`src/hcrc_pkg.sv`:
```
// Package with the shared types, codes and the CRC-8 byte fold of the response checker.
`default_nettype none

package hcrc_pkg;

  localparam int unsigned BYTE_W   = 8;
  localparam int unsigned STATUS_W = 2;
  localparam int unsigned PHASE_W  = 2;

  localparam logic [BYTE_W-1:0] CRC_POLY      = 8'h8C;
  localparam logic [BYTE_W-1:0] HS_REPLY_RST  = 8'h43;

  localparam logic [STATUS_W-1:0] STATUS_OK      = 2'd0;
  localparam logic [STATUS_W-1:0] STATUS_BUSY    = 2'd1;
  localparam logic [STATUS_W-1:0] STATUS_CRC_BAD = 2'd2;

  localparam logic [PHASE_W-1:0] PH_IDLE = 2'd0;
  localparam logic [PHASE_W-1:0] PH_HS2  = 2'd1;
  localparam logic [PHASE_W-1:0] PH_DATA = 2'd2;

  typedef struct packed {
    logic [BYTE_W-1:0] rx_byte;
    logic              exchange_start;
    logic              last_byte;
  } item_t;

  // Reflected CRC-8, one byte folded in, LSB first.
  function automatic logic [BYTE_W-1:0] crc8_fold(input logic [BYTE_W-1:0] acc,
                                                  input logic [BYTE_W-1:0] data);
    logic [BYTE_W-1:0] v;
    v = acc ^ data;
    for (int k = 0; k < BYTE_W; k++) begin
      v = v[0] ? ((v >> 1) ^ CRC_POLY) : (v >> 1);
    end
    return v;
  endfunction

endpackage

`default_nettype wire

```
`src/hcrc_ifs.sv`:
```
// Valid/ready channel interfaces for the input, result and configuration words.
`default_nettype none

interface hcrc_in_if;
  logic       valid;
  logic       ready;
  logic [7:0] rx_byte;
  logic       exchange_start;
  logic       last_byte;

  modport source (output valid, output rx_byte, output exchange_start, output last_byte,
                  input ready);
  modport sink   (input valid, input rx_byte, input exchange_start, input last_byte,
                  output ready);
endinterface

interface hcrc_out_if;
  logic       valid;
  logic       ready;
  logic [1:0] status;
  logic [7:0] computed_crc;

  modport source (output valid, output status, output computed_crc, input ready);
  modport sink   (input valid, input status, input computed_crc, output ready);
endinterface

interface hcrc_cfg_if;
  logic       valid;
  logic       ready;
  logic [7:0] data;

  modport source (output valid, output data, input ready);
  modport sink   (input valid, input data, output ready);
endinterface

`default_nettype wire

```
`src/handshake_crc8_response_checker_top.sv`:
```
// Top level of the handshake and CRC-8 response checker.
//
// Takes one received byte per cycle, back to back, and returns at most one word per byte:
// a status (ok, handshake busy, CRC mismatch) and the CRC computed over the data bytes.
// A byte passes an input register and then a result register before its result is offered;
// the CRC-8 fold (reflected, polynomial 0x8C) is an XOR network from the input register to
// the CRC accumulator. The input side keeps accepting while a result waits to be taken and
// stalls only when both registers are full. The handshake reply register resets to 0x43
// and is written through the cfg channel, which is always ready.
`default_nettype none

module handshake_crc8_response_checker_top (
  input  wire logic  clk,
  input  wire logic  rst_n,
  hcrc_in_if.sink    in_ch,
  hcrc_out_if.source out_ch,
  hcrc_cfg_if.sink   cfg_ch
);
  import hcrc_pkg::*;

  logic              in_valid_r;
  item_t             item_r;
  logic              item_take;
  logic [BYTE_W-1:0] hs_reply_r;

  assign cfg_ch.ready = 1'b1;

  always_ff @(posedge clk) begin
    if (!rst_n) begin
      hs_reply_r <= HS_REPLY_RST;
    end else if (cfg_ch.valid) begin
      hs_reply_r <= cfg_ch.data;
    end
  end

  // Input register: refills in the cycle its word moves on.
  assign in_ch.ready = !in_valid_r || item_take;

  always_ff @(posedge clk) begin
    if (!rst_n) begin
      in_valid_r <= 1'b0;
    end else if (in_ch.ready) begin
      in_valid_r <= in_ch.valid;
    end
  end

  always_ff @(posedge clk) begin
    if (in_ch.ready && in_ch.valid) begin
      item_r.rx_byte        <= in_ch.rx_byte;
      item_r.exchange_start <= in_ch.exchange_start;
      item_r.last_byte      <= in_ch.last_byte;
    end
  end

  hcrc_check u_check (
    .clk        (clk),
    .rst_n      (rst_n),
    .hs_reply   (hs_reply_r),
    .item_valid (in_valid_r),
    .item       (item_r),
    .item_take  (item_take),
    .res_valid  (out_ch.valid),
    .res_ready  (out_ch.ready),
    .res_status (out_ch.status),
    .res_crc    (out_ch.computed_crc)
  );

endmodule

`default_nettype wire

```
`src/hcrc_check.sv`:
```
// Exchange tracking, CRC accumulation and the result register of the response checker.
`default_nettype none

module hcrc_check (
  input  wire logic                         clk,
  input  wire logic                         rst_n,
  input  wire logic [hcrc_pkg::BYTE_W-1:0]  hs_reply,
  input  wire logic                         item_valid,
  input  wire hcrc_pkg::item_t              item,
  output logic                              item_take,
  output logic                              res_valid,
  input  wire logic                         res_ready,
  output logic [hcrc_pkg::STATUS_W-1:0]     res_status,
  output logic [hcrc_pkg::BYTE_W-1:0]       res_crc
);
  import hcrc_pkg::*;

  logic [PHASE_W-1:0]  phase_r, phase_nxt;
  logic                matched_r, matched_nxt;
  logic [BYTE_W-1:0]   crc_r, crc_nxt;
  logic                out_valid_r, out_valid_nxt;
  logic [STATUS_W-1:0] status_r;
  logic [BYTE_W-1:0]   ocrc_r;

  logic                emit;
  logic [STATUS_W-1:0] emit_status;
  logic [BYTE_W-1:0]   emit_crc;

  // The result register frees up in the same cycle it is taken.
  assign item_take = item_valid && (!out_valid_r || res_ready);

  always_comb begin
    phase_nxt   = phase_r;
    matched_nxt = matched_r;
    crc_nxt     = crc_r;
    emit        = 1'b0;
    emit_status = STATUS_OK;
    emit_crc    = '0;
    if (item_take) begin
      if (item.exchange_start) begin
        matched_nxt = (item.rx_byte == hs_reply);
        crc_nxt     = '0;
        if (item.last_byte) begin
          phase_nxt   = PH_IDLE;
          emit        = 1'b1;
          emit_status = matched_nxt ? STATUS_OK : STATUS_BUSY;
        end else begin
          phase_nxt = PH_HS2;
        end
      end else begin
        unique case (phase_r)
          PH_HS2: begin
            if (!matched_r) begin
              phase_nxt   = PH_IDLE;
              emit        = 1'b1;
              emit_status = STATUS_BUSY;
            end else if (item.last_byte) begin
              phase_nxt = PH_IDLE;
              emit      = 1'b1;
            end else begin
              phase_nxt = PH_DATA;
            end
          end
          PH_DATA: begin
            if (item.last_byte) begin
              phase_nxt   = PH_IDLE;
              emit        = 1'b1;
              emit_status = (crc_r == item.rx_byte) ? STATUS_OK : STATUS_CRC_BAD;
              emit_crc    = crc_r;
            end else begin
              crc_nxt = crc8_fold(crc_r, item.rx_byte);
            end
          end
          default: begin
            phase_nxt = PH_IDLE;
          end
        endcase
      end
    end
  end

  always_comb begin
    if (item_take && emit) begin
      out_valid_nxt = 1'b1;
    end else if (res_ready) begin
      out_valid_nxt = 1'b0;
    end else begin
      out_valid_nxt = out_valid_r;
    end
  end

  always_ff @(posedge clk) begin
    if (!rst_n) begin
      phase_r     <= PH_IDLE;
      matched_r   <= 1'b0;
      crc_r       <= '0;
      out_valid_r <= 1'b0;
    end else begin
      phase_r     <= phase_nxt;
      matched_r   <= matched_nxt;
      crc_r       <= crc_nxt;
      out_valid_r <= out_valid_nxt;
    end
  end

  always_ff @(posedge clk) begin
    if (item_take && emit) begin
      status_r <= emit_status;
      ocrc_r   <= emit_crc;
    end
  end

  assign res_valid  = out_valid_r;
  assign res_status = status_r;
  assign res_crc    = ocrc_r;

endmodule

`default_nettype wire

```
`src/flat_wrapper.sv`:
```
// flat-port wrapper written by rule: the top's interface ports become plain ports
module handshake_crc8_response_checker_top_flat import hcrc_pkg::*;
  (clk, rst_n, in_ch_valid, in_ch_rx_byte, in_ch_exchange_start, in_ch_last_byte, in_ch_ready, out_ch_valid, out_ch_status, out_ch_computed_crc, out_ch_ready, cfg_ch_valid, cfg_ch_data, cfg_ch_ready);
  hcrc_in_if in_ch_i ();
  hcrc_out_if out_ch_i ();
  hcrc_cfg_if cfg_ch_i ();
  input  wire logic clk;
  input  wire logic rst_n;
  input wire logic [$bits(in_ch_i.valid)-1:0] in_ch_valid;
  input wire logic [$bits(in_ch_i.rx_byte)-1:0] in_ch_rx_byte;
  input wire logic [$bits(in_ch_i.exchange_start)-1:0] in_ch_exchange_start;
  input wire logic [$bits(in_ch_i.last_byte)-1:0] in_ch_last_byte;
  output wire logic [$bits(in_ch_i.ready)-1:0] in_ch_ready;
  output wire logic [$bits(out_ch_i.valid)-1:0] out_ch_valid;
  output wire logic [$bits(out_ch_i.status)-1:0] out_ch_status;
  output wire logic [$bits(out_ch_i.computed_crc)-1:0] out_ch_computed_crc;
  input wire logic [$bits(out_ch_i.ready)-1:0] out_ch_ready;
  input wire logic [$bits(cfg_ch_i.valid)-1:0] cfg_ch_valid;
  input wire logic [$bits(cfg_ch_i.data)-1:0] cfg_ch_data;
  output wire logic [$bits(cfg_ch_i.ready)-1:0] cfg_ch_ready;
  assign in_ch_i.valid = in_ch_valid;
  assign in_ch_i.rx_byte = in_ch_rx_byte;
  assign in_ch_i.exchange_start = in_ch_exchange_start;
  assign in_ch_i.last_byte = in_ch_last_byte;
  assign in_ch_ready = in_ch_i.ready;
  assign out_ch_valid = out_ch_i.valid;
  assign out_ch_status = out_ch_i.status;
  assign out_ch_computed_crc = out_ch_i.computed_crc;
  assign out_ch_i.ready = out_ch_ready;
  assign cfg_ch_i.valid = cfg_ch_valid;
  assign cfg_ch_i.data = cfg_ch_data;
  assign cfg_ch_ready = cfg_ch_i.ready;
  handshake_crc8_response_checker_top u_core (.clk(clk), .rst_n(rst_n), .in_ch(in_ch_i), .out_ch(out_ch_i), .cfg_ch(cfg_ch_i));
endmodule
```
`config.mk`:
```
export PLATFORM = sky130hd
export DESIGN_NAME = handshake_crc8_response_checker_top_flat
export DESIGN_NICKNAME = d
export VERILOG_FILES = /design/src/hcrc_pkg.sv /design/src/hcrc_ifs.sv /design/src/handshake_crc8_response_checker_top.sv /design/src/hcrc_check.sv /design/src/flat_wrapper.sv
export SDC_FILE = /design/constraint.sdc
export NUM_CORES = 1
export LEC_CHECK = 0
export BUFFER_PORTS_ARGS = -buffer_cell sky130_fd_sc_hd__clkbuf_2
export CELL_PAD_IN_SITES_DETAIL_PLACEMENT = 1
export CELL_PAD_IN_SITES_GLOBAL_PLACEMENT = 1
export CORE_ASPECT_RATIO = 0.9
export CORE_UTILIZATION = 43
export CTS_CLUSTER_SIZE = 12
export DETAILED_ROUTE_END_ITERATION = 6
export MAX_ROUTING_LAYER = met4
export PLACE_DENSITY = 0.85
export SYNTH_ARGS = -nofsm -noshare
export SYNTH_HDL_FRONTEND = slang
export SYNTH_HIERARCHICAL = 1
export SYNTH_SLANG_ARGS = --single-unit
```
`constraint.sdc`:
```
create_clock -name clk -period 2.9 [get_ports clk]
set_clock_uncertainty 0.05 [all_clocks]
set_input_delay 0.435 -clock clk [delete_from_list [all_inputs] [get_ports clk]]
set_output_delay 0.435 -clock clk [all_outputs]
set_load 0.03 [all_outputs]
```
Word-level counts from Yosys, hierarchy flattened
Cells that the tools add are included.
Widths: inputs -> output; s select.

word-level totals
  flip-flop bits (word level) = 41
  bits in latches = 0
  RAM bits = 0
  ROM bits = 0
  bits of input ports = 23
  output and inout port bits = 13
  word-level logic and storage cells = 73
  memories kept = 0

operators by class
  $add $sub $neg = 0
  multipliers = 0
  divide/modulo/power cells = 0
  $lt $le $gt $ge = 0
  eq/ne operators = 6
  shifts and indexed selects = 0
  mux-type cells = 31
  bitwise operators = 12
  reductions and logical operators = 13

operators with widths
  cell                count
  $mux 8              11
  $not 2->3           8
  $eq 8x8->1          2
  $mux 2              7
  $mux 1              10
  $pmux 2 s2          2
  $xor 8x8->8         1
  $reduce_and 2->1    2
  $reduce_bool 2->1   2
  $reduce_or 4->1     1
  $logic_and 1x1->1   3
  $ne 3x1->1 const B  1
  $not 1->1           3
  $reduce_and 3->1    1
  $eq 2x1->1 const B  1
  $eq 2x2->1 const B  1
  $logic_not 1->1     2
  $logic_or 1x1->1    2
  $ne 2x1->1 const B  1
  $pmux 1 s2          1

Logic depth before layout (Yosys ltp)
Gate-level depths: netlist of run 1.

  word-level depth = 20
  depth in mapped cells = 7
  gate-level depth less buffers = 7

Modules after synthesis
Netlist of run 1, hierarchy kept.

by module, submodules not included
  module                               instances  cells each  area an instance (um^2)  sequential area each (um^2)
  hcrc_check                           1          123         1317.5                   540.5
  handshake_crc8_response_checker_top  1          42          649.4                    480.5

Worst setup path before layout of run 1
Ideal clock, no wire load.

  path kind = reg-to-reg
  start point = register u_core.u_check.phase_r[0]
  end point = register u_core.u_check.ocrc_r[0] (netlist: u_core/u_check/res_crc[0]) (enable)
  library setup time = 392 ps
  arrival = 1669 ps
  data required time = 2458 ps
  slack = 789 ps
  stages on the path, launching flop included = 6
  buffers on the path = 0
  period minus slack after synthesis = 2111 ps
  path through = dfxtp_1 -> inv_1 -> ha_1 -> a21oi_1 -> a21oi_1 -> nor3_1

on the way
  word-level cells in the longest chain between the ends = 5
  elaborated cells on any way between the ends = 6
  classes of those cells = eq/ne (2); mux (3); reduce/logical (1)

ends and longest elaborated chain
  what                                             RTL line           source
  from (decl)                                      hcrc_check.sv:18   logic [PHASE_W-1:0] phase_r, phase_nxt;
  from (signal assigned)                           hcrc_check.sv:99   phase_r <= phase_nxt;
  $eq 2x2->1 / $eq 2x1->1 (equally long branches)  hcrc_check.sv:51   unique case (phase_r)
  $pmux 1 s2 *                                     hcrc_check.sv:51
  $mux 1 *                                         hcrc_check.sv:40   if (item.exchange_start) begin
  $mux 1 *                                         hcrc_check.sv:39   if (item_take) begin
  $logic_and 1x1->1 *                              hcrc_check.sv:107  if (item_take && emit) begin
  to (signal assigned)                             hcrc_check.sv:109  ocrc_r <= emit_crc;
  to (decl)                                        hcrc_check.sv:23   logic [BYTE_W-1:0] ocrc_r;

Mark *: on every way between the ends. The rest lies on a longest branch, timed or not.
A chain may end at the register's enable or synchronous reset.

Worst setup path in the final report of run 1
  start point = register u_core.u_check.phase_r[0]
  end point = register u_core.u_check.crc_r[6]

on the way
  word-level cells in the longest chain between the ends = 3

ends and longest elaborated chain
  what                                RTL line           source
  $eq 2x2->1                          hcrc_check.sv:51
  $reduce_bool 2->1 (no source line)  --
  $reduce_and 3->1 (no source line)   --
  to (signal assigned)                hcrc_check.sv:101  crc_r <= crc_nxt;
  to (decl)                           hcrc_check.sv:20   logic [BYTE_W-1:0] crc_r, crc_nxt;

No other way between the ends.

==> results of run 1 <==
==> synthesized netlist by cell type (all sizes together), types with 4 or more instances <==
library cell   n  area share (%)
nor3           7             1.8
a21boi         4             1.5
xnor2         12             5.7
nand2         10             1.9
dfxtp         21              21
xor2          14             8.0
edfxtp        20              31
nand3          4             1.0
a21oi          5             1.3
o21ai          8             2.0
nor2b         12             3.8
nand2b         4             1.3
inv            5            0.95
mux2i          9             4.6
and2          10             3.2
==> layout make-up <==
type | instances | share of cell area [%]
sequential | 41 | 44.7
multi-input combinational | 115 | 38.9
timing repair buffer | 35 | 7.79
clock buffer | 7 | 4.22
tap | 60 | 3.29
inverter | 5 | 0.822
clock inverter | 1 | 0.219
==> power by group <==
group / switching [mW] / leakage [nW] / total (mW) / internal, mW
Clock: 0.185 / 0.0542 / 0.400 / 0.215
Combinational: 0.0725 / 0.510 / 0.139 / 0.0663
Sequential: 0.0198 / 0.370 / 0.648 / 0.628
==> through the flow <==
step           cells  instance area (sq um)
4_1_cts          264                   2280
6_report         264                   2280
5_1_grt          264                   2280
2_1_floorplan    165                   1970
3_5_place_dp     256                   2180
3_3_place_gp     256                   2180
==> per-layer routing <==
| layer | share of wire, % | routed length, um | vias to the layer above | track usage (%) |
|---|---|---|---|---|
| met5 | 0 | 0 | - | - |
| met4 | 1.8 | 72 | 0 | 9.13 |
| met3 | 3.6 | 146 | 10 | 4.12 |
| met2 | 53 | 2110 | 35 | 35.0 |
| met1 | 42 | 1680 | 611 | 21.3 |
| li1 | - | - | 638 | - |
==> worst max-delay path, cell delays in order, from the launching register on <==
cell and delay, ns:
dfxtp_1 0.33, inv_1 0.09, ha_1 0.17, or2b_2 0.31, nor3_1 0.51, nand2_1 0.20, o21ai_0 0.19
==> how the worst min path moves through the flow <==
stage | endpoint | cells past startpoint
after detailed placement | u_core/u_check/crc_r[2] | 2
after floorplan | u_core/u_check/crc_r[2] | 2
after global routing | u_core/item_r[0] | 1
after global placement | u_core/u_check/crc_r[2] | 2
final | u_core/item_r[7] | 1
after CTS | u_core/item_r[1] | 1
==> placed cells by master (no fill, tap or decap), drive strengths merged <==
cell type  Yosys  final
o21ai          8      8
xor2          14     14
clkinv         0      1
a21boi         4      4
nor4           2      2
nor2b         12     12
conb           1      1
xnor3          2      2
and2          10     10
nor3           7      7
nand2b         4      4
dfxtp         21     21
clkbuf         0     41
ha             3      3
buf            3      1
nand2         10     10
a22oi          3      3
xor3           1      1
xnor2         12     12
nor3b          1      1
o21a           1      1
nand3          4      4
or2b           1      1
mux2i          9      9
inv            5      5
a22o           1      1
edfxtp        20     20
a21oi          5      5
==> cells by family after synthesis <==
kind of cell               Yosys count
AOI/OAI and AO/OA                   22
xor gates and xnor gates            29
adders and majority gates            3
buffers and inverters                9
DFF                                 41
muxes                                9
other                                1
and+or+nand+nor                     51
==> flip-flops by register name (all words and copies together), names as in the netlist <==
| name | cells |
|---|---|
| u_core/hs_reply_r | 8 |
| u_core/u_check/res_crc | 8 |
| u_core/u_check/crc_r | 8 |
| u_core/u_check/matched_r | 1 |
| u_core/in_valid_r | 1 |
| u_core/u_check/phase_r | 2 |
| u_core/item_r | 10 |
| u_core/u_check/res_status | 2 |
| u_core/u_check/res_valid | 1 |
==> reports/results.tsv, run 1 <==
stage	metric	value	unit
sta	unrepaired setup endpoints after global routing	false	
synthesis	ys flop type	dfxtp_1	
final_layout	Area Growth Syn to Fin	16.0	%
synthesis	Synthesis Warnings	6	
power_and_ir_drop	Lkg Pwr	0.935	nW
critical_path	CP Capture Type	flop	
route	TritonRoute pass-1 iters	4	
sta	Slew HR	56.4	%
sta	worst hold margin	0.266	ns
route	via density per instance	4.90	
route	Routed WL	4000	um
grt	initial antenna violation count	0	
route	post-route ant nets	0	
final_layout	n_diodes	0	
final_layout	Final #Nets	229	
synthesis	ys async rst share	0	%
critical_path	Worst Path Required	3.07	ns
synthesis	main combinational cell family by area after synthesis	XOR/XNOR gates	
clocking	# resized after CTS	0	
critical_path	Worst Path Arrival	2.10	ns
critical_path	CP Launch Point	u_core/u_check/phase_r[0]	
synthesis	EDFF count, synth	20	
synthesis	Post-Syn Area per Cell	11.9	sq um
grt	total track usage	19.8	%
final_layout	utilization after layout	53.8	%
clocking	Clock Pin Slew Worst Setup and Hold Paths	0.07	ns
synthesis	mux share of post-synthesis cell area	4.58	%
grt	largest net degree at the start of global routing	23	
placement	hpwl dp	3180	um
sta	post-route minimum period	1.93	ns
critical_path	worst reg2reg setup slack	0.97	ns
clocking	depth of the CTS H-tree	2	
critical_path	Critical Path End	u_core/u_check/crc_r[6]	
die	Die X	73.3	um
sta	Setup TNS	0	ns
run_status	outcome	finished, final reports clean	
placement	final weighted congestion in routability-driven placement	0.857	
clocking	CTS max path bufs	2	
critical_path	Critical Path Source Type	flop	
min_path	worst hold start	in_ch_rx_byte[5]	
power_and_ir_drop	power density cells	520	nW/um^2
final_layout	layout cells sized above 1	24.0	%
synthesis	register area share after synthesis	51.9	%
die	initial core utilization	46.4	%
sta	final setup margin	0.973	ns
grt	GRT overflow	0	
die	io pins	36	
clocking	Clock Sinks	41	
job	max_cap viols	0	
sta	final-report setup violation count	0	
critical_path	worst reg2reg endpoint	u_core/u_check/crc_r[6]	
clocking	TritonCTS clock tree	built	
final_layout	register area	1020	sq um
synthesis	Mapped Area	1970	sq um
synthesis	post-synthesis simple-gate area fraction	14.5	%
critical_path	Setup Crit Path Kind	flop to flop	
sta	fin crit share	66.5	%
clocking	Root Driver	clkbuf_8	
route	wire length per cell	15.2	um
route	DRC Markers	0	
synthesis	post-synthesis adder-cell area fraction	1.91	%
sta	Slew @ Worst Pin	0.649	ns
synthesis	Post-Syn Instances	165	
clocking	TritonCTS Buffers	5	
die	Site Rows	22	
route	Initial DRC Count	40	
synthesis	synthesized flop and latch total	41	
critical_path	worst reg-to-reg path cell count	6	
route	routed via count	1294	
clocking	cts hold-fix bufs	0	
die	full die area	4850	sq um
synthesis	Distinct cells, synth	34	
grt	vias in the first global route	1477	
placement	Place WS	0.962	ns
synthesis	Synthesized Nets	191	
critical_path	CP max FO	5	
grt	first-pass GRT wire length	6800	um
die	Core Region	4240	sq um
final_layout	fillers	481	
clocking	Setup Buffers After CTS	0	
synthesis	Synth Area in Compound Gates	6.81	%
sta	Slew Viols, Final	0	
synthesis	post-synthesis xor/xnor area fraction	17.2	%
sta	Fmax	519	MHz
clocking	worst skew pair latency	0.29	ns
power_and_ir_drop	Tot Pwr	1.19	mW
final_layout	area of the multi-input gates	888	sq um
min_path	Hold Path Class	primary input to flop	
power_and_ir_drop	worst IR drop on VDD	0.296	mV
die	Die H	66.2	um
critical_path	reg-to-reg critical path startpoint	u_core/u_check/phase_r[0]	
sta	final hold vios	0	
placement	IO buf count	34	
Note: power is estimated with default switching activity, not from simulation.
==> inputs of run 2 (changes only) <==
- clock period: 2.9 -> 1.95 ns (I/O delays scaled with it)
==> run 2 against run 1 <==
  * Non-clock buffer count up 4
  * Sequential cell count is the same
  * Combinational power is 54% higher
  * Power rose by 58%
  * First-iteration DRC count is 43% lower
  * Fmax rose by 6.3%
  * Via count up 1.6%
==> reports/results.tsv, run 2 (same netlist as run 1, synthesis figures left out) <==
stage	metric	value	unit	change
final_layout	n_diodes	0		unchanged
clocking	depth of the CTS H-tree	2		unchanged
route	via density per instance	4.91		+0.11%
power_and_ir_drop	Sequential Power Share	51.4	%	-3.2 points
die	Core Region	4240	sq um	unchanged
min_path	worst hold start	in_ch_exchange_start		
critical_path	worst stage delay on the critical path	0.45	ns	-0.06 ns
clocking	TritonCTS Buffers	5		unchanged
sta	post-route minimum period	1.81	ns	-0.115 ns
sta	Slew HR	61.1	%	+4.7 points
final_layout	Area Growth Syn to Fin	18.6	%	
die	Die H	66.2	um	unchanged
grt	largest net degree at the start of global routing	23		unchanged
power_and_ir_drop	P_sw	0.417	mW	+50%
sta	final-report setup violation count	0		unchanged
route	Routed WL	4090	um	+2.2%
job	max_cap viols	0		unchanged
power_and_ir_drop	worst IR drop on VDD	0.543	mV	+83%
grt	first-pass GRT wire length	6800	um	unchanged
die	Site Rows	22		unchanged
route	routed via count	1315		+1.6%
die	full die area	4850	sq um	unchanged
min_path	Worst Hold Depth	1		unchanged
critical_path	CP Launch Point	u_core/item_r[3]		
route	post-route ant nets	0		unchanged
sta	Slew Viols, Final	0		unchanged
critical_path	CP Cell Sequence	xnor2_2, xor2_2, xnor3_1, nand2b_1, a21boi_1		
clocking	Root Driver	clkbuf_8		
grt	GRT overflow	0		unchanged
power_and_ir_drop	Comb power frac	11.4	%	-0.3 points
placement	IO buf count	34		unchanged
clocking	CTS max path bufs	2		unchanged
critical_path	CP max FO	4		-1
critical_path	Setup Crit Path Kind	flop to flop		
clocking	cts hold-fix bufs	0		unchanged
route	DRC Markers	0		unchanged
sta	Setup TNS	0	ns	unchanged
die	Die X	73.3	um	unchanged
critical_path	CP max stage cell	edfxtp_1		
min_path	Hold Path Class	primary input to flop		
power_and_ir_drop	Clock power frac	37.2	%	+3.5 points
clocking	Clock Sinks	41		unchanged
sta	final setup margin	0.138	ns	-0.835 ns
grt	vias in the first global route	1404		-4.9%
critical_path	reg-to-reg critical path startpoint	u_core/item_r[3]		
power_and_ir_drop	sw frac	22.3	%	-1.1 points
sta	unrepaired setup endpoints after global routing	false		
power_and_ir_drop	Lkg Pwr	0.960	nW	+2.7%
grt	initial antenna violation count	0		unchanged
critical_path	Worst Path Arrival	1.98	ns	-0.12 ns
placement	Place WS	0.142	ns	-0.820 ns
clocking	Clock Pin Slew Worst Setup and Hold Paths	0.07	ns	about the same
sta	fin crit share	92.9	%	+26 points
power_and_ir_drop	power density cells	801	nW/um^2	+54%
route	TritonRoute pass-1 iters	4		unchanged
final_layout	layout cells sized above 1	25.5	%	+1.5 points
critical_path	CP Capture Type	flop		
clocking	Setup Buffers After CTS	0		unchanged
die	initial core utilization	46.4	%	unchanged
final_layout	commonest non-fill, non-tap cell in the layout	clkbuf_2		
run_status	outcome	finished, final reports clean		
final_layout	commonest cells after routing, fill and taps aside	clkbuf_2, dfxtp_1, edfxtp_1, nor2b_1		
power_and_ir_drop	Tot Pwr	1.87	mW	+58%
clocking	TritonCTS clock tree	built		
placement	final weighted congestion in routability-driven placement	0.842		-1.7%
critical_path	worst reg-to-reg path cell count	5		-1
critical_path	Critical Path Source Type	flop		
placement	hpwl dp	3030	um	-4.9%
sta	final hold vios	0		unchanged
clocking	# resized after CTS	0		unchanged
sta	Slew @ Worst Pin	0.580	ns	-0.0695 ns
grt	total track usage	19.9	%	+0.14 points
power_and_ir_drop	Int Power	1.45	mW	+60%
die	io pins	36		unchanged
critical_path	Worst Path Required	2.12	ns	-0.95 ns
route	Initial DRC Count	23		-43%
route	wire length per cell	15.3	um	+0.67%
sta	Fmax	552	MHz	+6.3%
final_layout	max reg flops	10		unchanged
clocking	worst skew pair latency	0.29	ns	about the same
final_layout	Top reg by flops	u_core/item_r		
final_layout	Final #Nets	233		+1.7%
[run 2: critical path, delay by kind of cell, from the launching register on]
kind	cells	cell delay (ns)
compound gates	1	0.14
simple gates	1	0.16
xor+xnor	3	0.94
flops	1	0.45
[run 2: cell type report]
cell class	count	area (sq um)
timing repair buffer	39	208
clock buffer	7	86.3
multi-input combinational	115	893
clock inverter	1	30.0
inverter	5	18.8
tap	60	75.1
fill	479	1910
sequential	41	1020
[run 2: worst paths after layout]
path                             end  slack, ns
max          u_core/u_check/crc_r[3]       0.14
min                 u_core/item_r[1]       0.13
max reg2reg  u_core/u_check/crc_r[3]       0.14
min reg2reg     u_core/hs_reply_r[0]       0.47
[run 2: routing by layer]
layer  global-route usage [%]  wire (um)  vias to the layer above
met2                     34.8       2080                       33
met3                     4.12        153                        4
met4                     7.93         43                        0
met5                        -          0                        -
li1                         -          -                      643
met1                     22.3       1820                      635
[run 2: power groups by stage]
stage	combinational, mW	clock, mW	sequential (mW)
global placement	0.201	0	0.978
CTS	0.216	0.708	0.960
detailed placement	0.214	0	0.980
floorplan	0.151	0	0.979
global route	0.233	0.741	0.964
finish	0.214	0.696	0.960
[run 2: through the flow]
stage | instance area, sq um | std cells | hold WS [ns] | utilization (%)
finish | 2330 | 268 | 0.126 | 55.0
global placement | 2220 | 260 | 0.420 | 52.3
floorplan | 1970 | 165 | 0.304 | -
global route | 2330 | 268 | 0.116 | 55.0
CTS | 2330 | 268 | 0.118 | 55.0
detailed placement | 2220 | 260 | 0.422 | 52.3
==> inputs of run 3 (changes only) <==
- PLACE_DENSITY: 0.85 -> 0.89
==> run 3 against run 2 <==
  * Critical path depth unchanged
  * Via count increased by 0.61%
  * Worst setup slack got worse by 0.014 ns
  * Global-route usage increased by 1.2 points
  * Critical path type unchanged
  * Non-clock buffer count unchanged
  * Cell area unchanged
==> reports/results.tsv, run 3 (same netlist as run 1, synthesis figures left out) <==
stage	metric	value	unit	change
die	initial core utilization	46.4	%	unchanged
route	via density per instance	4.94		+0.61%
power_and_ir_drop	Tot Pwr	1.88	mW	+0.31%
die	Site Rows	22		unchanged
min_path	Worst Hold End	u_core/item_r[0]		
critical_path	Setup Crit Path Kind	flop to flop		
route	post-route ant nets	0		unchanged
critical_path	worst reg2reg setup slack	0.12	ns	about the same
critical_path	reg-to-reg critical path startpoint	u_core/item_r[3]		
final_layout	area of the multi-input gates	893	sq um	unchanged
grt	first-pass GRT wire length	7160	um	+5.3%
power_and_ir_drop	Lkg Pwr	0.959	nW	-0.12%
clocking	worst skew pair latency	0.29	ns	about the same
power_and_ir_drop	worst IR drop on VDD	0.605	mV	+12%
grt	largest net degree at the start of global routing	23		unchanged
final_layout	register area	1020	sq um	unchanged
sta	Slew Viols, Final	0		unchanged
power_and_ir_drop	power density cells	804	nW/um^2	+0.31%
run_status	outcome	finished, final reports clean		
clocking	CTS max path bufs	2		unchanged
critical_path	CP max FO	4		unchanged
final_layout	n_diodes	0		unchanged
clocking	Clock Sinks	41		unchanged
placement	placed cell count	260		unchanged
critical_path	CP Cell Sequence	xnor2_2, xor2_2, xnor3_1, nand2b_1, a21boi_1		
critical_path	worst reg-to-reg path cell count	5		unchanged
route	TritonRoute pass-1 iters	4		unchanged
final_layout	fillers	504		+5.2%
sta	post-route minimum period	1.83	ns	+0.0142 ns
final_layout	commonest non-fill, non-tap cell in the layout	clkbuf_2		
final_layout	commonest cells after routing, fill and taps aside	clkbuf_2, dfxtp_1, edfxtp_1, nor2b_1		
clocking	depth of the CTS H-tree	2		unchanged
clocking	Setup Buffers After CTS	0		unchanged
sta	Fmax	548	MHz	-0.77%
clocking	TritonCTS clock tree	built		
critical_path	CP max stage cell	edfxtp_1		
grt	initial antenna violation count	0		unchanged
die	Die X	73.3	um	unchanged
placement	IO buf count	34		unchanged
min_path	Hold Path Class	primary input to flop		
job	max_cap viols	0		unchanged
clocking	Clock Pin Slew Worst Setup and Hold Paths	0.07	ns	about the same
final_layout	Area Growth Syn to Fin	18.6	%	unchanged
sta	Setup TNS	0	ns	unchanged
route	DRC Markers	0		unchanged
final_layout	Top reg by flops	u_core/item_r		
clocking	# resized after CTS	0		unchanged
die	Core Region	4240	sq um	unchanged
critical_path	worst reg2reg endpoint	u_core/u_check/crc_r[3]		
route	Initial DRC Count	73		+220%
final_layout	max reg flops	10		unchanged
placement	final weighted congestion in routability-driven placement	0.814		-3.4%
critical_path	CP Capture Type	flop		
sta	Slew HR	58.1	%	-3.0 points
final_layout	Final #Nets	233		unchanged
final_layout	final cell count without fillers	268		unchanged
critical_path	worst path bufs/invs	0		unchanged
placement	hpwl dp	3100	um	+2.5%
grt	vias in the first global route	1441		+2.6%
sta	final-report setup violation count	0		unchanged
route	wire length per cell	15.3	um	+0.54%
clocking	TritonCTS Buffers	5		unchanged
die	full die area	4850	sq um	unchanged
sta	final hold vios	0		unchanged
die	io pins	36		unchanged
clocking	cts hold-fix bufs	0		unchanged
final_layout	layout cells sized above 1	25.5	%	unchanged
sta	fin crit share	93.7	%	+0.73 points
die	Die H	66.2	um	unchanged
grt	total track usage	21.1	%	+1.2 points
route	Routed WL	4110	um	+0.54%
critical_path	Critical Path Source Type	flop		
critical_path	Worst Path Arrival	2.00	ns	+0.02 ns
sta	Slew @ Worst Pin	0.623	ns	+0.0434 ns
critical_path	Worst Path Required	2.12	ns	about the same
critical_path	worst stage delay on the critical path	0.44	ns	about the same
sta	unrepaired setup endpoints after global routing	false		
critical_path	CP delay by family, top	XOR/XNOR gates		
min_path	worst hold start	in_ch_last_byte		
grt	GRT overflow	0		unchanged
min_path	Worst Hold Depth	1		unchanged
clocking	Root Driver	clkbuf_8		
route	routed via count	1323		+0.61%
-- run 3: metrics by stage --
stage,util [%],area [sq um],setup WS [ns],hold slack [ns]
finish,55.0,2330,0.124,0.124
global placement,52.3,2220,0.235,0.421
floorplan,-,1970,0.0632,0.304
global route,55.0,2330,0.0214,0.101
CTS,55.0,2330,0.120,0.112
detailed placement,52.3,2220,0.137,0.422
-- run 3: layer usage --
| layer | part of all wire (%) | routed length [um] | global-route usage (%) | vias up |
|---|---|---|---|---|
| met3 | 6.3 | 259 | 5.18 | 6 |
| met2 | 48 | 1990 | 34.3 | 51 |
| met4 | 1.6 | 67 | 8.89 | 0 |
| met1 | 44 | 1800 | 25.3 | 621 |
| met5 | 0 | 0 | - | - |
| li1 | - | - | - | 645 |
-- run 3: area by class of cell --
| cell class | count | area share [%] |
|---|---|---|
| flip-flops and latches | 41 | 43.8 |
| multi-input cells | 115 | 38.3 |
| repair buffers | 39 | 8.91 |
| clock buffers | 7 | 3.70 |
| well taps | 60 | 3.22 |
| clock inverters | 1 | 1.29 |
| inverters | 5 | 0.805 |
-- run 3: power by group --
group	total (mW)	switching, mW	internal [mW]	leakage, nW
registers	0.962	0.0286	0.933	0.370
logic	0.217	0.114	0.103	0.530
clock network	0.696	0.279	0.417	0.0585
total	1.88	0.421	1.45	0.959
-- run 3: worst max path at each step --
stage                                   start                 endpoint  slack, ns  cells after the start
finish                       u_core/item_r[3]  u_core/u_check/crc_r[3]       0.12                      5
global route        u_core/u_check/phase_r[0]  u_core/u_check/crc_r[6]       0.02                      7
detailed placement           u_core/item_r[3]  u_core/u_check/crc_r[3]       0.14                      5
CTS                          u_core/item_r[3]  u_core/u_check/crc_r[3]       0.12                      5
floorplan            u_core/u_check/res_valid         u_core/item_r[0]       0.06                      5
global placement             u_core/item_r[6]  u_core/u_check/crc_r[7]       0.24                      5
